===== src/sv/ray_wall_shadow_test_top_assert.svh =====
// -----------------------------------------------------------------------------
// Assertion macros for the ray wall shadow test block.
// Each macro expects clk and rst_n in the scope where it is used.
// -----------------------------------------------------------------------------
`ifndef RAY_WALL_SHADOW_TEST_TOP_ASSERT_SVH
`define RAY_WALL_SHADOW_TEST_TOP_ASSERT_SVH

// Same-cycle implication, checked only outside reset.
`define RWST_ASSERT_IMP(lbl, ante, cons, msg) \
  lbl: assert property (@(posedge clk) disable iff (!rst_n) (ante) |-> (cons)) \
    else $error(msg);

// Next-cycle implication, checked only outside reset.
`define RWST_ASSERT_NXT(lbl, ante, cons, msg) \
  lbl: assert property (@(posedge clk) disable iff (!rst_n) (ante) |=> (cons)) \
    else $error(msg);

`endif


===== src/sv/rwst_pkg.sv =====
// -----------------------------------------------------------------------------
// rwst_pkg
// Widths, codes, pipeline tags and arithmetic helpers of the shadow test.
// -----------------------------------------------------------------------------
`default_nettype none

package rwst_pkg;

  // Table geometry.
  localparam int WALLS  = 64;
  localparam int SLOT_W = $clog2(WALLS);
  localparam int CNT_W  = $clog2(WALLS + 1);

  // Field widths.
  localparam int CRD_W  = 16;              // Q12.4 coordinate
  localparam int DIR_W  = 16;              // Q1.14 direction
  localparam int WALL_W = 4 * CRD_W;       // packed table entry
  localparam int DIF_W  = CRD_W + 1;       // coordinate difference
  localparam int PRD_W  = 2 * DIF_W;       // product of two differences
  localparam int SUM_W  = PRD_W + 1;       // difference of two products

  // Configuration port.
  localparam int CFG_IDX_W = 2;
  localparam int CFG_DAT_W = 16;
  localparam logic [CFG_IDX_W-1:0] CFG_SUN_DIR_X  = 2'd0;
  localparam logic [CFG_IDX_W-1:0] CFG_SUN_DIR_Z  = 2'd1;
  localparam logic [CFG_IDX_W-1:0] CFG_SUN_UP     = 2'd2;
  localparam logic [CFG_IDX_W-1:0] CFG_WALL_COUNT = 2'd3;

  localparam logic signed [DIR_W-1:0] SUN_DIR_X_RST = 16'sd16384;
  localparam logic signed [DIR_W-1:0] SUN_DIR_Z_RST = 16'sd0;

  // Input opcodes.
  localparam logic OP_LOAD  = 1'b0;
  localparam logic OP_QUERY = 1'b1;

  // Tag that travels with each wall through the test pipeline.
  typedef struct packed {
    logic              vld;
    logic              last;
    logic [SLOT_W-1:0] idx;
  } rwst_tag_t;

  // Verdict for one wall at the end of the pipeline.
  typedef struct packed {
    logic              vld;
    logic              hit;
    logic              last;
    logic [SLOT_W-1:0] idx;
  } rwst_hit_t;

  // Signed difference of two coordinates, one bit wider.
  function automatic logic signed [DIF_W-1:0] sdiff(logic signed [CRD_W-1:0] a,
                                                    logic signed [CRD_W-1:0] b);
    logic signed [DIF_W-1:0] ea;
    logic signed [DIF_W-1:0] eb;
    ea = {a[CRD_W-1], a};
    eb = {b[CRD_W-1], b};
    return ea - eb;
  endfunction

  // Exact signed product of two difference-width operands.
  function automatic logic signed [PRD_W-1:0] smul(logic signed [DIF_W-1:0] a,
                                                   logic signed [DIF_W-1:0] b);
    logic signed [PRD_W-1:0] ea;
    logic signed [PRD_W-1:0] eb;
    ea = {{(PRD_W-DIF_W){a[DIF_W-1]}}, a};
    eb = {{(PRD_W-DIF_W){b[DIF_W-1]}}, b};
    return ea * eb;
  endfunction

  // Exact signed difference of two products.
  function automatic logic signed [SUM_W-1:0] ssub(logic signed [PRD_W-1:0] a,
                                                   logic signed [PRD_W-1:0] b);
    logic signed [SUM_W-1:0] ea;
    logic signed [SUM_W-1:0] eb;
    ea = {a[PRD_W-1], a};
    eb = {b[PRD_W-1], b};
    return ea - eb;
  endfunction

endpackage

`default_nettype wire


===== src/sv/rwst_wall_mem.sv =====
// -----------------------------------------------------------------------------
// rwst_wall_mem
// Wall table: one write port, one read port with a registered read.
// -----------------------------------------------------------------------------
`default_nettype none

module rwst_wall_mem import rwst_pkg::*; (
  input  wire logic              clk,
  input  wire logic              we,
  input  wire logic [SLOT_W-1:0] waddr,
  input  wire logic [WALL_W-1:0] wdata,
  input  wire logic              re,
  input  wire logic [SLOT_W-1:0] raddr,
  output logic      [WALL_W-1:0] rdata
);

  logic [WALL_W-1:0] mem [WALLS];

  // Write port.
  always_ff @(posedge clk) begin
    if (we) begin
      mem[waddr] <= wdata;
    end
  end

  // Read port, registered.
  always_ff @(posedge clk) begin
    if (re) begin
      rdata <= mem[raddr];
    end
  end

endmodule

`default_nettype wire


===== config.mk =====
export PLATFORM = sky130hd
export DESIGN_NAME = rwst_wall_mem
export DESIGN_NICKNAME = d
export VERILOG_FILES = /design/src/sv/ray_wall_shadow_test_top_assert.svh /design/src/sv/rwst_pkg.sv /design/src/sv/rwst_wall_mem.sv
export SDC_FILE = /design/constraint.sdc
export NUM_CORES = 2
export LEC_CHECK = 0
export BUFFER_PORTS_ARGS = -buffer_cell sky130_fd_sc_hd__buf_2
export CAP_MARGIN = 30
export CELL_PAD_IN_SITES_DETAIL_PLACEMENT = 1
export CELL_PAD_IN_SITES_GLOBAL_PLACEMENT = 2
export CORE_ASPECT_RATIO = 0.75
export CORE_MARGIN = 4
export CORE_UTILIZATION = 45
export CTS_CLUSTER_SIZE = 12
export DETAILED_ROUTE_END_ITERATION = 7
export PLACE_DENSITY = 0.75
export SYNTH_ARGS = -nofsm -noshare
export SYNTH_HDL_FRONTEND = slang
export SYNTH_SLANG_ARGS = --single-unit

===== constraint.sdc =====
create_clock -name clk -period 6.4 [get_ports clk]
set_input_delay 0.32 -clock clk [delete_from_list [all_inputs] [get_ports clk]]
set_output_delay 0.32 -clock clk [all_outputs]
set_load 0.005 [all_outputs]

==> metrics.md <==
| Metric | Value |
|---|---|
| Post-Synthesis Cells | `6,598` |
| # rows | `187` |
| DRC viols | `0` |
| P&R area growth vs syn | `13.2%` |
| Min cycle time layout | `3.14 ns` |
| Vias in the first global route | `78,901` |
| Worst setup EP type | `flip-flop` |
| Post-DRT Antenna Nets | `0` |
| # nets final | `7,179` |
| FF+latch count, synth | `4,160` |
| Max H-tree Level | `5` |
| Synth area leaders | `edfxtp_1 80%, mux4_2 15%, mux2i_1 0.86%` |
| Mapped Area | `0.157 mm^2` |
| Reg area | `0.125 mm^2` |
| Maximum VDD drop | `0.236 mV` |
| Power Density | `305 mW/mm^2` |
| Worst R2R Start | `mem[45][60]$_DFFE_PP_` |
| WL per Instance | `38.7 um` |
| CP Capture Point | `mem[11][29]$_DFFE_PP_` |
| Worst R2R Path Depth | `5` |
| Max stage delay cell, worst path | `nor2_4` |
| Max Freq | `319 MHz` |
| Die W | `690 um` |
| CP Max Fanout | `26` |
| DR iter-0 viols | `12,002` |
| RePlAce Congestion | `0.770` |
| FFs w/ async S/R, synth | `0%` |
| DR pass1 iterations | `5` |
| Height of the die | `520 um` |
| YS warnings | `0` |
| First-pass GRT wire length | `641 mm` |
| Crit start category | `input port` |
| CP Cell Sequence | `dlygate4sd3_1 > buf_2 > nor2b_1 > nand3_1 > nor2_4 > buf_4` |
| Clk sink count | `4,160` |
| Post-route insts no fill | `11,891` |
| Final worst-path cycle share | `49.0%` |
| I/O pins | `143` |
| FILL cells | `29,639` |
| Post-synth EDFFs | `4,160` |
| Buf+Inv Stages, Crit Path | `3` |
| Synth top area share | `79.6%` |
| Die area | `0.358 mm^2` |
| Worst path required time | `6.93 ns` |
| Final Max Tran Viols | `0` |
| Slew HR | `28.6%` |
| Worst Setup SP | `waddr[2]` |
| Final Hold Vio Count | `0` |
| Overflow after GRT | `0` |
| Placed cells | `11,211` |
| Top_reg_cell synth | `edfxtp_1` |
| Starting Density | `45.3%` |
| Fin util | `51.3%` |
| Setup ws final | `3.26 ns` |
| Post-CTS resize count | `0` |
| Root buffer cell | `clkbuf_16` |
| Worst-Skew Late Latency | `0.94 ns` |
| Post-synthesis sequential area ratio | `79.6%` |
| Fin Setup TNS | `0 ns` |
| Clock Skew | `0.0394 ns` |
| Max stage delay on crit path | `1.00 ns` |
| Core area | `0.347 mm^2` |
| Initial antenna violation count | `49` |
| PortBufs | `142` |
| Longest Clk Path Bufs | `4` |
| Crit path DAT | `3.66 ns` |
| Worst R2R Setup Slack | `4.15 ns` |
| Worst Hold Launch | `waddr[1]` |
| Layout cells sized above 1 | `27.2%` |
| WS Path Type | `in2reg` |
| Status | `completed` |
| Area of the multi-input gates | `0.0308 mm^2` |
| Syn Nets | `6,677` |
| Post-Route WL | `461 mm` |
| Largest net degree at the start of global routing | `116` |
| Worst r2r dst | `rdata[60]$_DFFE_PP_` |
| CTS buffer count | `402` |
| Hold crit path type | `in2reg` |
| Post-synth top cells | `4,160 x edfxtp_1, 1,024 x mux4_2, 170 x buf_2` |
| Leakage | `54.8 nW` |
| Cell count along the critical path | `6` |
| Synth area leader | `edfxtp_1` |
| Via count | `77,147` |
| Dpl hpwl | `249 mm` |
| Routed vias/inst | `6.49` |
| Worst path top cell family by delay | `simple AND/OR/NAND/NOR gates` |
| Slew @ Worst Pin | `1.07 ns` |
| CTS tree | `built` |
| Yosys cell types | `32` |
| Place WS | `2.60 ns` |
| Mean Syn Cell Area | `23.8 um^2` |
| RSZ-0062 raised after global routing | `false` |
| Clk pin slew, worst setup/hold paths | `0.06 ns` |
| Max cap viols | `0` |
| Final setup violation count | `0` |
| Top-count cell post-synth | `edfxtp_1` |
| Gr usage total | `25.5%` |
## power breakdown
| group | internal (mW) | leakage, nW | switching [mW] |
|---|---|---|---|
| Clock | 11.6 | 5.34 | 9.64 |
| Combinational | 1.03 | 11.9 | 1.69 |
| Sequential | 30.2 | 37.5 | 0.128 |
## per-layer routing
layer,track usage (%),vias to the layer above,wire length [um]
met2,38.1,4680,209000
met1,38.2,42303,188000
li1,-,29408,-
met3,5.27,740,49100
met4,7.25,16,13900
met5,0,-,90
## per-stage QoR
step	area (um^2)	total power, mW	hold WS, ns
finish	178000	54.3	0.0954
global route	178000	55.9	0.0719
CTS	176000	54.5	0.0194
detailed placement	165000	33.5	0.697
global placement	164000	33.4	0.789
floorplan	157000	32.3	0.419
## worst register-to-register path, stage by stage (launching register included)
cell,delay [ns]
edfxtp_1,0.38
mux4_2,0.48
mux2i_1,0.18
nand2_1,0.09
a31oi_1,0.69
a211oi_1,0.14
## flip-flops by register name, indices dropped and copies added (netlist names)
register	flops
rdata	64
mem	4096
## worst min path at each step
| stage | end | slack [ns] | depth (start not counted) |
|---|---|---|---|
| after global placement | rdata[46] | 0.79 | 1 |
| after global routing | mem[48][18]$_DFFE_PP_ | 0.07 | 3 |
| after detailed placement | mem[30][52]$_DFFE_PP_ | 0.70 | 1 |
| final | mem[48][18]$_DFFE_PP_ | 0.1 | 3 |
| after floorplan | mem[0][0]$_DFFE_PP_ | 0.42 | 0 |
| after CTS | mem[48][18]$_DFFE_PP_ | 0.02 | 3 |
## cells by family (layout without fill, tap and decap cells)
family	count (synthesis)	count (layout)	synth area share [%]
flops	4160	4160	79.6
compound gates	504	504	2.47
buf+inv	389	1035	1.18
simple gates	386	386	1.23
mux	1159	1159	15.6
other cells	0	17	0
## cells in the final DEF, fill, tap and decap left out, drive strengths merged, types with 45 or more instances in the layout
cell	instances
nand2	58
buf	408
o22ai	83
mux2i	135
a22oi	168
a211oi	63
nor2	112
dlygate4sd3	60
clkbuf	497
nand3	45
mux4	1024
and3	64
a22o	88
edfxtp	4160
## cell type report
cell class	count	share of cell area, %
Sequential cell	4160	70.3
Timing Repair Buffer	468	2.88
Clock inverter	51	0.178
Clock buffer	497	6.01
Multi-Input combinational cell	2049	17.3
Antenna cell	17	0.0239
Tap cell	4630	3.26
Inverter	19	0.0401
## repair_timing
action                                 CTS  global route
setup endpoints to repair                0             0
endpoints found under the hold margin  279          2410
hold buffers                            10            50
buffers inserted                         0             0
No activity file was read; power rests on OpenSTA's default activity.
